<file path="src/rtl/mss_pkg.sv">
// ----------------------------------------------------------------------------
// Mutating step sequencer package
// Shared widths, codes, modulo constants and the mutation microprogram.
// ----------------------------------------------------------------------------
package mss_pkg;

	localparam int unsigned OUTPUTS   = 4;
	localparam int unsigned BASE_REGS = 4;
	localparam int unsigned FIRE_W    = 4;
	localparam int unsigned OUT_VEC_W = (OUTPUTS > FIRE_W) ? OUTPUTS : FIRE_W;
	localparam int unsigned OI_W      = (OUTPUTS > 1) ? $clog2(OUTPUTS) : 1;

	localparam int unsigned NUM_STEPS  = 16;
	localparam int unsigned STEP_W     = 4;
	localparam int unsigned PAT_W      = 16;
	localparam int unsigned LFSR_W     = 32;
	localparam int unsigned DUE_W      = 32;
	localparam int unsigned TEMPO_W    = 16;
	localparam int unsigned INTERVAL_W = 14;
	localparam int unsigned LEVEL_W    = 7;
	localparam int unsigned DRAW_W     = 15;
	localparam int unsigned FRAC_W     = 20;
	localparam int unsigned RECIP_W    = 21;
	localparam int unsigned MOD_W      = 7;
	localparam int unsigned CNT_W      = 2;
	localparam int unsigned UPC_W      = 4;

	localparam int unsigned CFG_IDX_W  = 3;
	localparam int unsigned CFG_DATA_W = 32;
	localparam int unsigned IN_DATA_W  = 64;
	localparam int unsigned IN_USER_W  = 2;
	localparam int unsigned OUT_DATA_W = 24;

	localparam logic [LFSR_W-1:0]     LFSR_TAPS   = 32'h8020_0003;
	localparam logic [LFSR_W-1:0]     SEED_RESET  = 32'h0000_0001;
	localparam logic [INTERVAL_W-1:0] MIN_STEP_MS = 14'd5;
	localparam logic [LEVEL_W-1:0]    LEVEL_MAX   = 7'd100;
	localparam logic [LEVEL_W-1:0]    LEVEL_STEP  = 7'd10;
	localparam logic [LEVEL_W-1:0]    LEVEL_BACK  = 7'd90;

	localparam int unsigned MOD_FLIPS = 3;
	localparam int unsigned MOD_PCT   = 100;

	localparam logic [RECIP_W-1:0] RECIP_FLIPS = RECIP_W'((1 << FRAC_W) / MOD_FLIPS);
	localparam logic [RECIP_W-1:0] RECIP_PCT   = RECIP_W'((1 << FRAC_W) / MOD_PCT);
	localparam logic [RECIP_W-1:0] RECIP_OUT   = RECIP_W'((1 << FRAC_W) / OUTPUTS);
	localparam logic [RECIP_W-1:0] RECIP_STEP  = RECIP_W'((1 << FRAC_W) / NUM_STEPS);

	typedef enum logic [1:0] {
		MODE_TIME   = 2'd0,
		MODE_BUTTON = 2'd1,
		MODE_RESET  = 2'd2,
		MODE_SET    = 2'd3
	} mode_t;

	typedef enum logic [CFG_IDX_W-1:0] {
		REG_BASE_A = 3'd0,
		REG_BASE_B = 3'd1,
		REG_BASE_C = 3'd2,
		REG_BASE_D = 3'd3,
		REG_SEED   = 3'd4
	} cfg_reg_t;

	typedef enum logic [1:0] {
		MS_FLIPS = 2'd0,
		MS_PCT   = 2'd1,
		MS_OUT   = 2'd2,
		MS_STEP  = 2'd3
	} mod_sel_t;

	typedef enum logic [2:0] {
		A_NONE  = 3'd0,
		A_COUNT = 3'd1,
		A_TESTL = 3'd2,
		A_TESTH = 3'd3,
		A_OI    = 3'd4,
		A_FLIP  = 3'd5,
		A_BJ    = 3'd6,
		A_BK    = 3'd7
	} act_t;

	typedef enum logic [1:0] {
		BR_NEXT = 2'd0,
		BR_FAIL = 2'd1,
		BR_LOOP = 2'd2,
		BR_END  = 2'd3
	} br_t;

	typedef struct packed {
		logic             draw;
		mod_sel_t         msel;
		act_t             act;
		br_t              br;
		logic [UPC_W-1:0] target;
	} uword_t;

	localparam logic [UPC_W-1:0] UA_COUNT = 4'd0;
	localparam logic [UPC_W-1:0] UA_TESTL = 4'd1;
	localparam logic [UPC_W-1:0] UA_OI1   = 4'd2;
	localparam logic [UPC_W-1:0] UA_FLIP  = 4'd3;
	localparam logic [UPC_W-1:0] UA_LOOP  = 4'd4;
	localparam logic [UPC_W-1:0] UA_TESTH = 4'd5;
	localparam logic [UPC_W-1:0] UA_OI2   = 4'd6;
	localparam logic [UPC_W-1:0] UA_BJ    = 4'd7;
	localparam logic [UPC_W-1:0] UA_BK    = 4'd8;
	localparam logic [UPC_W-1:0] UA_END   = 4'd9;

	function automatic uword_t ucode(input logic [UPC_W-1:0] pc);
		uword_t w;
		w = '{1'b0, MS_STEP, A_NONE, BR_END, UA_END};
		case (pc)
			UA_COUNT: w = '{1'b1, MS_FLIPS, A_COUNT, BR_NEXT, UA_TESTL};
			UA_TESTL: w = '{1'b1, MS_PCT,   A_TESTL, BR_FAIL, UA_LOOP};
			UA_OI1:   w = '{1'b1, MS_OUT,   A_OI,    BR_NEXT, UA_FLIP};
			UA_FLIP:  w = '{1'b1, MS_STEP,  A_FLIP,  BR_NEXT, UA_LOOP};
			UA_LOOP:  w = '{1'b0, MS_STEP,  A_NONE,  BR_LOOP, UA_TESTL};
			UA_TESTH: w = '{1'b1, MS_PCT,   A_TESTH, BR_FAIL, UA_END};
			UA_OI2:   w = '{1'b1, MS_OUT,   A_OI,    BR_NEXT, UA_BJ};
			UA_BJ:    w = '{1'b1, MS_STEP,  A_BJ,    BR_NEXT, UA_BK};
			UA_BK:    w = '{1'b1, MS_STEP,  A_BK,    BR_NEXT, UA_END};
			UA_END:   w = '{1'b0, MS_STEP,  A_NONE,  BR_END,  UA_END};
			default:  w = '{1'b0, MS_STEP,  A_NONE,  BR_END,  UA_END};
		endcase
		return w;
	endfunction

	function automatic logic [MOD_W-1:0] mod_value(input mod_sel_t sel);
		logic [MOD_W-1:0] c;
		case (sel)
			MS_FLIPS: c = MOD_W'(MOD_FLIPS);
			MS_PCT:   c = MOD_W'(MOD_PCT);
			MS_OUT:   c = MOD_W'(OUTPUTS);
			MS_STEP:  c = MOD_W'(NUM_STEPS);
			default:  c = MOD_W'(NUM_STEPS);
		endcase
		return c;
	endfunction

	function automatic logic [RECIP_W-1:0] mod_recip(input mod_sel_t sel);
		logic [RECIP_W-1:0] r;
		case (sel)
			MS_FLIPS: r = RECIP_FLIPS;
			MS_PCT:   r = RECIP_PCT;
			MS_OUT:   r = RECIP_OUT;
			MS_STEP:  r = RECIP_STEP;
			default:  r = RECIP_STEP;
		endcase
		return r;
	endfunction

endpackage

</file>
<file path="src/rtl/mutating_step_sequencer.sv">
// ----------------------------------------------------------------------------
// Mutating step sequencer
// Sixteen-step rhythm sequencer with random pattern drift at each bar start.
// ----------------------------------------------------------------------------
// The result is registered in the cycle after the input transaction is accepted.
// A time update that plays step 0 with drift on runs the mutation microprogram
// first, and that result is registered when the program's end word executes.
// Throughput: one transaction per cycle otherwise, set by the output register
// and held back while the output is stalled.
// Reset: clears the step counter, drift state and patterns and loads the LFSR
// with 1.
module mutating_step_sequencer (
	input  logic                           clk,
	input  logic                           arst_n,
	input  logic                           s_axis_tvalid,
	output logic                           s_axis_tready,
	// now_ms, tempo_interval_ms, step_restart, reload_patterns, set_active,
	// set_level, set_ramp_up, zero fill
	input  logic [mss_pkg::IN_DATA_W-1:0]  s_axis_tdata,
	// mode
	input  logic [mss_pkg::IN_USER_W-1:0]  s_axis_tuser,
	output logic                           m_axis_tvalid,
	input  logic                           m_axis_tready,
	// fire_mask, stepped, played_step, drift_on, drift_level, ramping_up,
	// zero fill
	output logic [mss_pkg::OUT_DATA_W-1:0] m_axis_tdata,
	input  logic                           cfg_we,
	input  logic [mss_pkg::CFG_IDX_W-1:0]  cfg_index,
	input  logic [mss_pkg::CFG_DATA_W-1:0] cfg_data
);
	import mss_pkg::*;

	typedef enum logic [1:0] {
		ST_IDLE = 2'b01,
		ST_RUN  = 2'b10
	} state_t;

	state_t st_q;

	logic [PAT_W-1:0]   base_q [BASE_REGS];
	logic [PAT_W-1:0]   pat_q [OUTPUTS];
	logic [LFSR_W-1:0]  lfsr_q;
	logic [STEP_W-1:0]  step_q;
	logic [DUE_W-1:0]   due_q;
	logic               due_valid_q;
	logic               drift_q;
	logic [LEVEL_W-1:0] level_q;
	logic               rising_q;

	logic [UPC_W-1:0]  pc_q;
	logic [1:0]        ph_q;
	logic [CNT_W-1:0]  cnt_q;
	logic [DRAW_W-1:0] x_q;
	logic [DRAW_W-1:0] q_q;
	logic [OI_W-1:0]   oi_q;
	logic [PAT_W-1:0]  mask_q;

	logic               m_valid_q;
	logic [FIRE_W-1:0]  out_fire_q;
	logic               out_stepped_q;
	logic [STEP_W-1:0]  out_played_q;
	logic               out_drift_q;
	logic [LEVEL_W-1:0] out_level_q;
	logic               out_rising_q;

	mode_t               in_mode;
	logic [DUE_W-1:0]    in_now;
	logic [TEMPO_W-1:0]  in_tempo;
	logic                in_sync;
	logic                in_reload;
	logic                in_set_active;
	logic [LEVEL_W-1:0]  in_set_level;
	logic                in_set_ramp;

	logic                accept;
	logic                res_load;
	logic [INTERVAL_W-1:0] interval;
	logic [DUE_W-1:0]    due_eff;
	logic [DUE_W-1:0]    due_add;
	logic [DUE_W-1:0]    now_add;
	logic [DUE_W-1:0]    due_next;
	logic                step_due;
	logic [STEP_W-1:0]   step_eff;
	logic                need_mut;
	logic [PAT_W-1:0]    pat_load [OUTPUTS];
	logic [PAT_W-1:0]    pat_eff [OUTPUTS];
	logic [STEP_W-1:0]   fire_idx;
	logic [OUT_VEC_W-1:0] fire_vec;

	logic                drift_d;
	logic [LEVEL_W-1:0]  level_d;
	logic                rising_d;
	logic [LEVEL_W:0]    level_up;

	uword_t              uw;
	logic                exec;
	logic [LFSR_W-1:0]   lfsr_next;
	logic [MOD_W-1:0]    csel;
	logic [RECIP_W-1:0]  rsel;
	logic [DRAW_W+RECIP_W-1:0] prod;
	logic [DRAW_W+MOD_W-1:0]   qc;
	logic [DRAW_W-1:0]   r_raw;
	logic [MOD_W:0]      r_low;
	logic [MOD_W-1:0]    r;
	logic                cond;
	logic [PAT_W-1:0]    bit_r;

	assign in_mode       = mode_t'(s_axis_tuser);
	assign in_now        = s_axis_tdata[31:0];
	assign in_tempo      = s_axis_tdata[47:32];
	assign in_sync       = s_axis_tdata[48];
	assign in_reload     = s_axis_tdata[49];
	assign in_set_active = s_axis_tdata[50];
	assign in_set_level  = s_axis_tdata[57:51];
	assign in_set_ramp   = s_axis_tdata[58];

	assign s_axis_tready = (st_q == ST_IDLE) && (!m_valid_q || m_axis_tready);
	assign accept        = s_axis_tvalid && s_axis_tready;
	assign res_load      = (accept && !((in_mode == MODE_TIME) && need_mut)) ||
		(exec && (uw.br == BR_END));

	assign m_axis_tvalid = m_valid_q;
	assign m_axis_tdata  = {6'b0, out_rising_q, out_level_q, out_drift_q, out_played_q,
		out_stepped_q, out_fire_q};

	always_comb begin
		interval = in_tempo[TEMPO_W-1:2];
		if (interval < MIN_STEP_MS) begin
			interval = MIN_STEP_MS;
		end
		due_eff  = due_valid_q ? due_q : in_now;
		step_due = (in_now >= due_eff);
		due_add  = due_eff + DUE_W'(interval);
		now_add  = in_now + DUE_W'(interval);
		due_next = (due_add < in_now) ? now_add : due_add;
		step_eff = in_sync ? '0 : step_q;
		need_mut = step_due && (step_eff == '0) && drift_q && (level_q != '0);
	end

	always_comb begin
		for (int i = 0; i < OUTPUTS; i++) begin
			if (i < BASE_REGS) begin
				pat_load[i] = base_q[i % BASE_REGS];
			end else begin
				pat_load[i] = '0;
			end
			pat_eff[i] = (st_q == ST_RUN) ? pat_q[i] : (in_reload ? pat_load[i] : pat_q[i]);
		end
		fire_idx = (st_q == ST_RUN) ? '0 : step_eff;
		fire_vec = '0;
		for (int i = 0; i < OUTPUTS; i++) begin
			fire_vec[i] = pat_eff[i][fire_idx];
		end
	end

	always_comb begin
		drift_d  = drift_q;
		level_d  = level_q;
		rising_d = rising_q;
		level_up = {1'b0, level_q} + {1'b0, LEVEL_STEP};
		case (in_mode)
			MODE_BUTTON: begin
				if (!drift_q) begin
					drift_d  = 1'b1;
					level_d  = LEVEL_STEP;
					rising_d = 1'b1;
				end else if (rising_q) begin
					if (level_q >= LEVEL_MAX) begin
						rising_d = 1'b0;
						level_d  = LEVEL_BACK;
					end else begin
						level_d = (level_up > {1'b0, LEVEL_MAX}) ? LEVEL_MAX : level_up[LEVEL_W-1:0];
					end
				end else begin
					if (level_q == '0) begin
						rising_d = 1'b1;
						level_d  = LEVEL_STEP;
					end else begin
						level_d = (level_q < LEVEL_STEP) ? '0 : level_q - LEVEL_STEP;
					end
				end
			end
			MODE_RESET: begin
				drift_d  = 1'b0;
				level_d  = '0;
				rising_d = 1'b1;
			end
			MODE_SET: begin
				drift_d  = in_set_active;
				level_d  = (in_set_level > LEVEL_MAX) ? LEVEL_MAX : in_set_level;
				rising_d = in_set_ramp;
			end
			default: begin
				drift_d  = drift_q;
				level_d  = level_q;
				rising_d = rising_q;
			end
		endcase
	end

	always_comb begin
		uw        = ucode(pc_q);
		exec      = (st_q == ST_RUN) && (!uw.draw || (ph_q == 2'd2));
		lfsr_next = {1'b0, lfsr_q[LFSR_W-1:1]} ^ (lfsr_q[0] ? LFSR_TAPS : '0);
		csel      = mod_value(uw.msel);
		rsel      = mod_recip(uw.msel);
		prod      = {{RECIP_W{1'b0}}, x_q} * {{DRAW_W{1'b0}}, rsel};
		qc        = {{MOD_W{1'b0}}, q_q} * {{DRAW_W{1'b0}}, csel};
		r_raw     = x_q - qc[DRAW_W-1:0];
		r_low     = r_raw[MOD_W:0];
		r         = (r_low >= {1'b0, csel}) ? MOD_W'(r_low - {1'b0, csel}) : r_low[MOD_W-1:0];
		case (uw.act)
			A_TESTL: cond = (r < level_q);
			A_TESTH: cond = (r < {1'b0, level_q[LEVEL_W-1:1]});
			default: cond = 1'b1;
		endcase
		bit_r = PAT_W'(1) << r[STEP_W-1:0];
	end

	always_ff @(posedge clk or negedge arst_n) begin
		if (!arst_n) begin
			st_q        <= ST_IDLE;
			for (int i = 0; i < BASE_REGS; i++) begin
				base_q[i] <= '0;
			end
			for (int i = 0; i < OUTPUTS; i++) begin
				pat_q[i] <= '0;
			end
			lfsr_q      <= SEED_RESET;
			step_q      <= '0;
			due_q       <= '0;
			due_valid_q <= 1'b0;
			drift_q     <= 1'b0;
			level_q     <= '0;
			rising_q    <= 1'b1;
			pc_q        <= UA_COUNT;
			ph_q        <= 2'd0;
			m_valid_q   <= 1'b0;
		end else begin
			if (cfg_we) begin
				case (cfg_reg_t'(cfg_index))
					REG_BASE_A: base_q[0] <= cfg_data[PAT_W-1:0];
					REG_BASE_B: base_q[1] <= cfg_data[PAT_W-1:0];
					REG_BASE_C: base_q[2] <= cfg_data[PAT_W-1:0];
					REG_BASE_D: base_q[3] <= cfg_data[PAT_W-1:0];
					REG_SEED:   lfsr_q    <= cfg_data;
					default: ;
				endcase
			end
			if (res_load) begin
				m_valid_q <= 1'b1;
			end else if (m_axis_tready) begin
				m_valid_q <= 1'b0;
			end
			if (accept) begin
				drift_q  <= drift_d;
				level_q  <= level_d;
				rising_q <= rising_d;
				case (in_mode)
					MODE_TIME: begin
						due_valid_q <= 1'b1;
						if (in_reload) begin
							for (int i = 0; i < OUTPUTS; i++) begin
								pat_q[i] <= pat_load[i];
							end
						end
						if (step_due) begin
							due_q  <= due_next;
							step_q <= step_eff + STEP_W'(1);
						end else begin
							step_q <= step_eff;
						end
						if (need_mut) begin
							st_q <= ST_RUN;
							pc_q <= UA_COUNT;
							ph_q <= 2'd0;
						end
					end
					MODE_RESET: begin
						step_q      <= '0;
						due_q       <= '0;
						due_valid_q <= 1'b0;
						for (int i = 0; i < OUTPUTS; i++) begin
							pat_q[i] <= pat_load[i];
						end
					end
					default: ;
				endcase
			end
			if (st_q == ST_RUN) begin
				if (uw.draw) begin
					case (ph_q)
						2'd0: begin
							lfsr_q <= lfsr_next;
							ph_q   <= 2'd1;
						end
						2'd1: ph_q <= 2'd2;
						default: ph_q <= 2'd0;
					endcase
				end
				if (exec) begin
					case (uw.act)
						A_FLIP: begin
							for (int i = 0; i < OUTPUTS; i++) begin
								if (OI_W'(i) == oi_q) begin
									pat_q[i] <= pat_q[i] ^ bit_r;
								end
							end
						end
						A_BK: begin
							for (int i = 0; i < OUTPUTS; i++) begin
								if (OI_W'(i) == oi_q) begin
									pat_q[i] <= pat_q[i] ^ (mask_q | bit_r);
								end
							end
						end
						default: ;
					endcase
					case (uw.br)
						BR_NEXT: pc_q <= pc_q + UPC_W'(1);
						BR_FAIL: pc_q <= cond ? pc_q + UPC_W'(1) : uw.target;
						BR_LOOP: pc_q <= (cnt_q != '0) ? uw.target : pc_q + UPC_W'(1);
						BR_END: begin
							st_q <= ST_IDLE;
						end
						default: pc_q <= UA_END;
					endcase
				end
			end
		end
	end

	always_ff @(posedge clk) begin
		if (st_q == ST_RUN) begin
			if (uw.draw && (ph_q == 2'd0)) begin
				x_q <= lfsr_next[DRAW_W-1:0];
			end
			if (uw.draw && (ph_q == 2'd1)) begin
				q_q <= prod[FRAC_W +: DRAW_W];
			end
			if (exec) begin
				case (uw.act)
					A_COUNT: cnt_q  <= r[CNT_W-1:0];
					A_OI:    oi_q   <= r[OI_W-1:0];
					A_BJ:    mask_q <= bit_r;
					default: ;
				endcase
				if (uw.br == BR_LOOP && cnt_q != '0) begin
					cnt_q <= cnt_q - CNT_W'(1);
				end
			end
		end
		if (accept || (exec && uw.br == BR_END)) begin
			out_fire_q    <= ((st_q == ST_RUN) || ((in_mode == MODE_TIME) && step_due)) ?
				fire_vec[FIRE_W-1:0] : '0;
			out_stepped_q <= (st_q == ST_RUN) || ((in_mode == MODE_TIME) && step_due);
			out_played_q  <= ((st_q == ST_IDLE) && (in_mode == MODE_TIME) && step_due) ?
				step_eff : '0;
			out_drift_q   <= (st_q == ST_RUN) ? drift_q : drift_d;
			out_level_q   <= (st_q == ST_RUN) ? level_q : level_d;
			out_rising_q  <= (st_q == ST_RUN) ? rising_q : rising_d;
		end
	end

	a_run_no_result: assert property (@(posedge clk) disable iff (!arst_n)
		(st_q == ST_RUN) |-> !m_valid_q)
		else $error("result pending while the mutation program runs");

	a_pc_range: assert property (@(posedge clk) disable iff (!arst_n)
		(st_q == ST_RUN) |-> (pc_q <= UA_END))
		else $error("microprogram counter out of range");

	a_phase_draw: assert property (@(posedge clk) disable iff (!arst_n)
		((st_q == ST_RUN) && (ph_q != 2'd0)) |-> uw.draw)
		else $error("draw phase advanced on a word without a draw");

	a_end_result: assert property (@(posedge clk) disable iff (!arst_n)
		(exec && (uw.br == BR_END)) |=>
		(m_valid_q && (st_q == ST_IDLE) && out_stepped_q && (out_played_q == '0)))
		else $error("mutation end did not deliver the step zero result");

	a_mut_start: assert property (@(posedge clk) disable iff (!arst_n)
		(accept && (in_mode == MODE_TIME) && need_mut) |=>
		((st_q == ST_RUN) && (pc_q == UA_COUNT) && (ph_q == 2'd0)))
		else $error("bar start with drift did not start the mutation program");

endmodule

</file>
<file path="config.mk">
export PLATFORM = sky130hd
export DESIGN_NAME = mutating_step_sequencer
export DESIGN_NICKNAME = d
export VERILOG_FILES = /design/src/rtl/mss_pkg.sv /design/src/rtl/mutating_step_sequencer.sv
export SDC_FILE = /design/constraint.sdc
export NUM_CORES = 1
export LEC_CHECK = 0
export ABC_AREA = 1
export BUFFER_PORTS_ARGS = -buffer_cell sky130_fd_sc_hd__buf_4
export CAP_MARGIN = 25
export CORE_ASPECT_RATIO = 1.25
export CORE_MARGIN = 2
export CORE_UTILIZATION = 35
export CTS_CLUSTER_SIZE = 14
export DETAILED_ROUTE_END_ITERATION = 10
export PLACE_DENSITY = 0.48
export SLEW_MARGIN = 20
export SYNTH_ARGS = -nofsm -noshare
export SYNTH_HDL_FRONTEND = slang
export SYNTH_SLANG_ARGS = --single-unit
</file>
<file path="constraint.sdc">
create_clock -name clk -period 8.75 [get_ports clk]
set_clock_uncertainty 0.05 [all_clocks]
set_input_delay 0.4375 -clock clk [delete_from_list [all_inputs] [get_ports clk]]
set_output_delay 0.4375 -clock clk [all_outputs]
set_load 0.03 [all_outputs]
</file>
# After elaboration in Yosys (flattened, before gate mapping)
# Memories as Yosys holds them, arrays and structs flattened.
# Index checks and enable logic that the tools add are counted.
# classes
multipliers	2
reduce_logical	47
add_sub_neg	9
bitwise	10
n_mux	91
eq_ne	28
n_shift	1
magnitude_cmp	11
# ops
operator	n
$mux 32	9
$mux 16	16
$mux 64	4
$pmux 64 s2	2
$xor 16x16->16	8
$pmux 21 s4	1
$add 32x14->32	2
$pmux 32 s2	1
$mux 7	9
$mux 4	10
$mul 15x21->35	1
$ge 32x32->1	1
$lt 32x32->1	1
$xor 31x32->32	1
$pmux 7 s4	1
$mux 2	13
$pmux 7 s3	1
$bmux 1 s4	4
$eq 2x2->1 const B	8
$or 16x16->16	1
$shl 1x4->16 const A	1
$eq 3x3->1 const B	5
$logic_and 1x1->1	15
$mul 15x7->8	1
38 further kinds	83
# word_totals
in_bits	106
mem_count	1
mem_bits_ro	192
ff_bits	283
output_inout_bits	26
elab_cells	230
# mem_list
memory	depth	width	read_ports	rd_clocked_by_memory_dff	wr	line	source
(no name shown)	16	12	1	0	0	mss_pkg.sv:111	case (pc)

# Depth between registers and ports, before layout
# Gate-level depths: netlist (run 1).
# An unclocked memory read counts as a cell.
# depth
ltp_word	14
mapped_depth	44
depth_no_buf	41

# Worst setup path after synthesis (run 1)
# Ideal clock, no wire load.
# synth_path
kind	register to register
from	register pc_q[0]
to	register pc_q[0]
t_arrival_ns	7.006
period_less_slack_ns	7.178
path_slack_ns	1.572
path_buffers	3
stages_incl_launch_ff	35
setup_ns	0.122
required_time_ns	8.578
cell_sequence	dfrtp_1 inv_1 ha_1 nand2_1 o22ai_1 inv_1 ha_1 clkbuf_1 clkbuf_1 nand2_1 fa_1 inv_1 fa_1 fa_1 fa_1 inv_1 ha_1 xnor2_1 ha_1 nand3_1 o21bai_1 a21oi_4 nand2_2 buf_12 inv_1 o21ai_0 ha_1 a211oi_1 o211ai_1 inv_1 nand2_1 nand3_1 nand2_1 nand3_1 a21oi_1
# synth_between
elab_chain_cells	13
elab_cells_between_ends	31
cone_classes	add/sub (3); mul (1); order compare (3); eq/ne (7); mux (11); reduce/logical (5); memory (1)
# synth_lines
element	line	source
start, declared	mutating_step_sequencer.sv:50	logic [UPC_W-1:0] pc_q;
start signal, assigned	mutating_step_sequencer.sv:320	BR_NEXT: pc_q <= pc_q + UPC_W'(1);
start signal, assigned	mutating_step_sequencer.sv:321	BR_FAIL: pc_q <= cond ? pc_q + UPC_W'(1) : uw.target;
start signal, assigned	mutating_step_sequencer.sv:322	BR_LOOP: pc_q <= (cnt_q != '0) ? uw.target : pc_q + UPC_W'(1);
$mem_v2 16x12	n/a	
$eq 2x2->1, or another cell as far along	mss_pkg.sv:129	case (sel)
$pmux 7 s4	mss_pkg.sv:129	
$mul 15x7->8	mutating_step_sequencer.sv:208	qc = {{MOD_W{1'b0}}, q_q} * {{DRAW_W{1'b0}}, csel};
$sub 8x8->8	mutating_step_sequencer.sv:209	r_raw = x_q - qc[DRAW_W-1:0];
$sub 7x7->7 or $ge 8x7->1 (tied branches)	mutating_step_sequencer.sv:211	r = (r_low >= {1'b0, csel}) ? MOD_W'(r_low - {1'b0, csel}) : r_low[MOD_W-1:0];
$mux 7	mutating_step_sequencer.sv:211	
$lt 7x6->1 or $lt 7x7->1 (tied branches)	mutating_step_sequencer.sv:214, mutating_step_sequencer.sv:213	
$pmux 1 s2	mutating_step_sequencer.sv:212	case (uw.act)
$mux 4	mutating_step_sequencer.sv:321	
$pmux 4 s3	mutating_step_sequencer.sv:319	case (uw.br)
$mux 4	mutating_step_sequencer.sv:301	if (exec) begin
$mux 4 (*)	mutating_step_sequencer.sv:290	if (st_q == ST_RUN) begin
# Mark *: on every way between the ends. The rest lies on a longest branch, timed or not. The select of a mux whose other input is x is not followed.
# A chain may end at the register's enable or synchronous reset.

# Final worst setup path (run 1)
# layout_path
from	register pc_q[1]
to	register pc_q[3]
# layout_between
elab_chain_cells	13
elab_cells_between_ends	28
cone_classes	add/sub (3); mul (1); order compare (3); eq/ne (7); mux (8); reduce/logical (5); memory (1)
# layout_lines
element	line
$mem_v2 16x12	n/a
$eq 2x2->1, or another cell as far along	mss_pkg.sv:129
$pmux 7 s4	mss_pkg.sv:129
$mul 15x7->8	mutating_step_sequencer.sv:208
$sub 8x8->8	mutating_step_sequencer.sv:209
$sub 7x7->7 or $ge 8x7->1 (tied branches)	mutating_step_sequencer.sv:211
$mux 7	mutating_step_sequencer.sv:211
$lt 7x6->1 or $lt 7x7->1 (tied branches)	mutating_step_sequencer.sv:214, mutating_step_sequencer.sv:213
$pmux 1 s2	mutating_step_sequencer.sv:212
$mux 4	mutating_step_sequencer.sv:321
$pmux 4 s3	mutating_step_sequencer.sv:319
$mux 4 (*)	mutating_step_sequencer.sv:301
$mux 4 (*)	mutating_step_sequencer.sv:290
# Marks and branches as above.

==> results of run 1 <==
==> registers in the layout (all words and copies together), names as in the netlist, 2 cells and up <==
| name | cells |
|---|---|
| base_q | 64 |
| pat_q | 64 |
| due_q | 32 |
| lfsr_q | 32 |
| mask_q | 16 |
| x_q | 15 |
| q_q | 8 |
| level_q | 7 |
| out_level_q | 7 |
| out_fire_q | 4 |
| out_played_q | 4 |
| pc_q | 4 |
| step_q | 4 |
| cnt_q | 2 |
| oi_q | 2 |
| ph_q | 2 |
| st_q | 2 |
==> repair_timing <==
action / in CTS / in global routing
hold endpoints to repair: 75 / 0
setup endpoints to repair: 0 / 0
hold buffers: 1 / 0
==> layer usage <==
layer,part of all wire (%),wire [um],up-vias,track usage [%]
met4,2.8,2710,2,6.81
li1,-,-,13073,-
met2,49,47500,523,41.2
met3,4.0,3850,126,2.43
met1,44,41900,12613,29.4
met5,0.014,13,-,0
==> placed cells by master, fill, tap and decap left out, drive strengths merged, types with 30 or more instances in the layout <==
| master | count |
|---|---|
| o22ai | 49 |
| fa | 152 |
| xor2 | 61 |
| o211ai | 49 |
| nor2 | 149 |
| edfxtp | 61 |
| o21ai | 465 |
| nand3 | 339 |
| a21oi | 231 |
| clkbuf | 50 |
| dfrtp | 212 |
| xnor2 | 30 |
| nand2 | 973 |
| inv | 602 |
| buf | 168 |
| ha | 238 |
==> logic make-up after synthesis <==
group           synth area share (%)
simple gates                    23.8
compound gates                  16.7
buf+inv                         10.5
fa+ha+maj                       21.0
flops                           25.2
xor+xnor                        2.79
other cells                   0.0131
==> stage by stage <==
step / setup WS, ns / utilization, % / instances
after floorplan: 1.57 / - / 3950
after global placement: 0.937 / 37.7 / 5027
after detailed placement: 0.904 / 37.7 / 5029
after CTS: 0.890 / 39.3 / 5095
after global routing: 0.266 / 39.3 / 5095
final: 0.953 / 39.3 / 5096
==> worst paths after layout <==
path	to	slack (ns)
max	pc_q[3]	0.95
min	lfsr_q[18]	0.09
max reg2reg	pc_q[3]	0.95
min reg2reg	x_q[9]	0.41
max in group asynchronous	pc_q[2]	7.00
min in group asynchronous	pat_q[43]	0.39
==> critical path: cells and delay by family (launching register included) <==
family                   cells  cell delay, ns
adder cells (fa/ha/maj)      9            4.16
AND/OR/NAND/NOR             10            1.63
AO/OA/AOI/OAI                6            0.85
flip-flops                   1            0.44
buffers and inverters        4            0.40
XOR/XNOR                     1            0.17
==> area by class of cell <==
| cell class | instances | area, sq um | area share, % |
|---|---|---|---|
| multi-input combinational | 2906 | 18500 | 57.8 |
| sequential | 276 | 7220 | 22.6 |
| inverter | 608 | 2300 | 7.20 |
| tap | 1071 | 1340 | 4.20 |
| timing repair buffer | 169 | 1320 | 4.13 |
| clock buffer | 50 | 1060 | 3.31 |
| clock inverter | 15 | 240 | 0.752 |
| antenna | 1 | 2.50 | 0.00783 |
==> results.tsv, run 1 <==
stage	metric	value	unit
synth	ys_warn_count	0	
sta	hold_violations	0	
sta	fin_crit_sh	89.1	%
setup_path	crit_top_cell	ha_1	
routing	dr.first_iter.drc_count	1829	
sta	whs	0.0863	ns
grt	globalRoute.totalOverflow	0	
grt	grt_usage	23.1	%
setup_path	crit_type	reg2reg	
synth	synth_seq_area_share	25.2	%
synth	post-synth-top-count-cell	nand2_1	
grt	grt_pass1_wl	151	mm
sta	fmaxAchievable	0.128	GHz
placed_design	numPortBuffers	118	
synth	synth-edff-count	61	
setup_path	rr_worst_depth	30	
setup_path	r2r_start	pc_q[1]	
routing	route.detailed.drc	0	
grt	grt_max_degree	139	
hold_path	holdPathStages	3	
synth	async_reset_ff_share	77.9	%
routing	vias_per_cell	5.17	
setup_path	crit_path_max_incr_delay	0.83	ns
sta	worstMarginPinSlew	0.987	ns
grt	antenna_found_initial	2	
clock_tree	post_cts_buffers	0	
placed_design	place_congestion	0.869	
setup_path	cp_max_fo	23	
routing	final_antenna_net_count	0	
synth	synth_top_area_share	18.5	%
sta	timing.final.crit_period	7.80	ns
synth	yosys.area.top_type	dfrtp_1	
floorplan	fp.dieW	260	um
clock_tree	cts_resized	0	
sta	setup_violations	0	
placed_design	place_area	0.0306	sq mm
setup_path	cp-start-kind	register	
routing	dr.pass1.iters	5	
sta	rsz0062_at_grt	false	
synth	synth_area_leaders	dfrtp_1 19%, nand2_1 13%, fa_1 11%	
floorplan	die_y	324	um
clock_tree	cts_buffers	37	
synth	ys_types	61	
final_layout	fin_nets	4494	
sta	relSlewSlack	34.2	%
synth	syn_inst	3945	
final_layout	syn_to_final_growth	11.7	%
clock_tree	cts_buffer_depth	3	
setup_path	cp-end-kind	register	
run	max_cap_viol_count	0	
clock_tree	clk_pin_slew_worst_paths	0.07	ns
floorplan	fp.coreArea	0.0812	sq mm
hold_path	min-delay-start	cfg_data[18]	
final_layout	drive_gt1_share	8.62	%
setup_path	required	9.15	ns
routing	vias	26337	
final_layout	fin_area	0.0319	sq mm
grt	grt_pass1_vias	26160	
clock_tree	root_buffer	clkbuf_16	
placed_design	hpwl	69.3	mm
clock_tree	tritoncts	built	
floorplan	start_util	35.2	%
synth	syn_area	0.0286	sq mm
hold_path	hold_class	in2reg	
synth	avgSynthCellArea	7.25	sq um
floorplan	die_area	0.0840	sq mm
setup_path	crit_slowest_cell	ha_1	
final_layout	num-fill-cells	8586	
synth	synth-main-ff-cell	dfrtp_1	
clock_tree	cts_sinks	276	
floorplan	io_pins	132	
setup_path	crit_start	pc_q[1]	
clock_tree	clk_latency	0.57	ns
floorplan	row_count	117	
sta	finalSetupTns	0	ns
setup_path	worstPathArrival	8.20	ns
routing	post_drt_wl_per_cell	18.8	um
synth	synth_common_cells	953 x nand2_1, 571 x inv_1, 391 x o21ai_0, 321 x nand3_1, 238 x ha_1	
clock_tree	htreeDepth	2	
synth	synth-seq-cells	276	
status	status	complete, no violations	
sta	slew_viol_final	0	
routing	wirelength	96.0	mm
Power of run 1 is left out: the tool's default activity adds up to more than one toggle a clock period on the data nets, which glitch-free logic cannot reach.
==> inputs of run 2 (changes only) <==
- clock period: 8.75 -> 7.4 ns (I/O delays scaled with it)
==> run 2 against run 1 <==
Effect of this change:
- critical endpoint is now q_q[7]
- flip-flop and latch count unchanged
- via count is 0.36% higher
- largest cell class unchanged
- sequential share of layout area hardly changed
- count of clock-buffer cells in the layout rose by 7
==> results.tsv, run 2 (synthesis results as in run 1) <==
stage	metric	value	unit
setup_path	crit_type	reg2reg	
hold_path	hold_class	in2reg	
sta	finalSetupTns	0	ns
floorplan	fp.dieW	260	um
grt	antenna_found_initial	2	
final_layout	final_cell_mix	952 x nand2_1, 568 x inv_1, 388 x o21ai_0, 319 x nand3_1, 238 x ha_1	
sta	fin_crit_sh	95.2	%
clock_tree	cts_buffer_depth	3	
setup_path	r2r_start	pc_q[0]	
sta	setup_violations	0	
floorplan	start_util	35.2	%
setup_path	cp-end-kind	register	
setup_path	timing.rr.end	q_q[7]	
hold_path	holdPathStages	3	
setup_path	cp-start-kind	register	
final_layout	fin_nets	4504	
sta	worstMarginPinSlew	1.03	ns
floorplan	fp.coreArea	0.0812	sq mm
clock_tree	clk_pin_slew_worst_paths	0.06	ns
clock_tree	htreeDepth	2	
final_layout	num-fill-cells	8674	
routing	dr.first_iter.drc_count	1619	
floorplan	io_pins	132	
floorplan	die_area	0.0840	sq mm
setup_path	crit_top_cell	inv_1	
clock_tree	root_buffer	clkbuf_16	
setup_path	reg2reg_slack	0.35	ns
routing	vias	26431	
routing	vias_per_cell	5.17	
final_layout	drive_gt1_share	8.99	%
final_layout	mostFrequentLayoutCell	nand2_1	
setup_path	crit_slowest_cell	fa_1	
placed_design	numPortBuffers	118	
placed_design	place_congestion	0.856	
setup_path	rr_worst_depth	31	
sta	hold_violations	0	
final_layout	final_core_util	39.4	%
grt	grt_usage	23.4	%
routing	route.detailed.drc	0	
setup_path	cp_max_fo	23	
run	max_cap_viol_count	0	
clock_tree	clk_latency	0.57	ns
clock_tree	tritoncts	built	
clock_tree	cts_buffers	36	
grt	globalRoute.totalOverflow	0	
routing	post_drt_wl_per_cell	18.9	um
sta	timing.final.crit_period	7.05	ns
sta	rsz0062_at_grt	true	
routing	final_antenna_net_count	0	
grt	grt_pass1_vias	26546	
floorplan	die_y	324	um
setup_path	worstPathArrival	7.29	ns
setup_path	crit_path_max_incr_delay	0.59	ns
hold_path	min-delay-start	cfg_data[26]	
routing	wirelength	96.8	mm
hold_path	worstHoldEndpoint	lfsr_q[26]	
sta	slew_viol_final	0	
routing	dr.pass1.iters	6	
final_layout	reg_top3	base_q x64, pat_q x64	
floorplan	row_count	117	
setup_path	required	7.65	ns
placed_design	hpwl	69.5	mm
grt	grt_max_degree	131	
grt	grt_pass1_wl	153	mm
sta	relSlewSlack	31.0	%
status	status	complete, no violations	
final_layout	syn_to_final_growth	11.9	%
clock_tree	cts_sinks	276	
sta	fmaxAchievable	0.142	GHz
==> run 2: cell types whose count changed in the layout (fill, tap and decap cells not counted), moves of 3 or more <==
| cell | delta |
|---|---|
| inv_6 | +3 |
| clkinv_2 | -3 |
| o21ai_1 | +3 |
| o21ai_0 | -3 |
| bufinv_16 | -6 |
| buf_4 | +6 |
| buf_12 | +4 |
| clkbuf_1 | +3 |
| clkbuf_8 | +4 |
==> run 2: worst max-delay path by stage <==
| stage | from | endpoint | slack (ns) | cells after the start |
|---|---|---|---|---|
| 2_1_floorplan | pc_q[0] | pc_q[0] | 0.22 | 34 |
| 3_3_place_gp | pc_q[0] | q_q[6] | 0.26 | 31 |
| 3_5_place_dp | pc_q[1] | q_q[7] | 0.18 | 30 |
| 4_1_cts | pc_q[1] | q_q[7] | 0.15 | 30 |
| 5_1_grt | pc_q[0] | q_q[7] | -0.01 | 31 |
| 6_report | pc_q[0] | q_q[7] | 0.35 | 31 |
==> run 2: through the flow <==
stage	area [sq um]	instances	setup slack (ns)	hold WS (ns)
after floorplan	28600	3950	0.222	0.0244
after global placement	30700	5034	0.255	0.382
after detailed placement	30700	5036	0.177	0.383
after CTS	31900	5105	0.153	0.00344
after global routing	32000	5107	-0.0124	0.0265
final	32000	5110	0.354	0.0367
==> run 2: area by class of cell <==
class / instances / area, sq um / share of cell area, %
sequential: 276 / 7220 / 22.5
inverter: 608 / 2300 / 7.19
clock inverter: 9 / 60.1 / 0.188
multi-input combinational: 2906 / 18500 / 57.8
tap: 1071 / 1340 / 4.19
antenna: 3 / 7.51 / 0.0235
timing repair buffer: 180 / 1450 / 4.53
clock buffer: 57 / 1120 / 3.51
==> run 2: metal layers <==
metal,vias to the layer above,wire [um],GRT usage (%)
li1,13093,-,-
met1,12597,41700,29.6
met2,598,48000,41.9
met3,143,4260,2.36
met4,0,2930,7.25
met5,-,0,0
==> run 2: worst max-delay path: cells and delay by family, from the launching register on <==
kind,cells,cell delay [ns]
simple gates,9,0.93
compound gates,4,0.66
flops,1,0.45
fa+ha+maj,9,3.87
xor+xnor,1,0.08
buf+inv,8,0.73
==> run 2: timing repair <==
action                                  in CTS  in global routing
setup buffers                                0                  2
resized for setup                            0                 15
endpoints found under the setup margin       0                 73
hold endpoints to repair                    87                  0
hold buffers                                 3                  0
Power of run 2 is left out for the same reason.
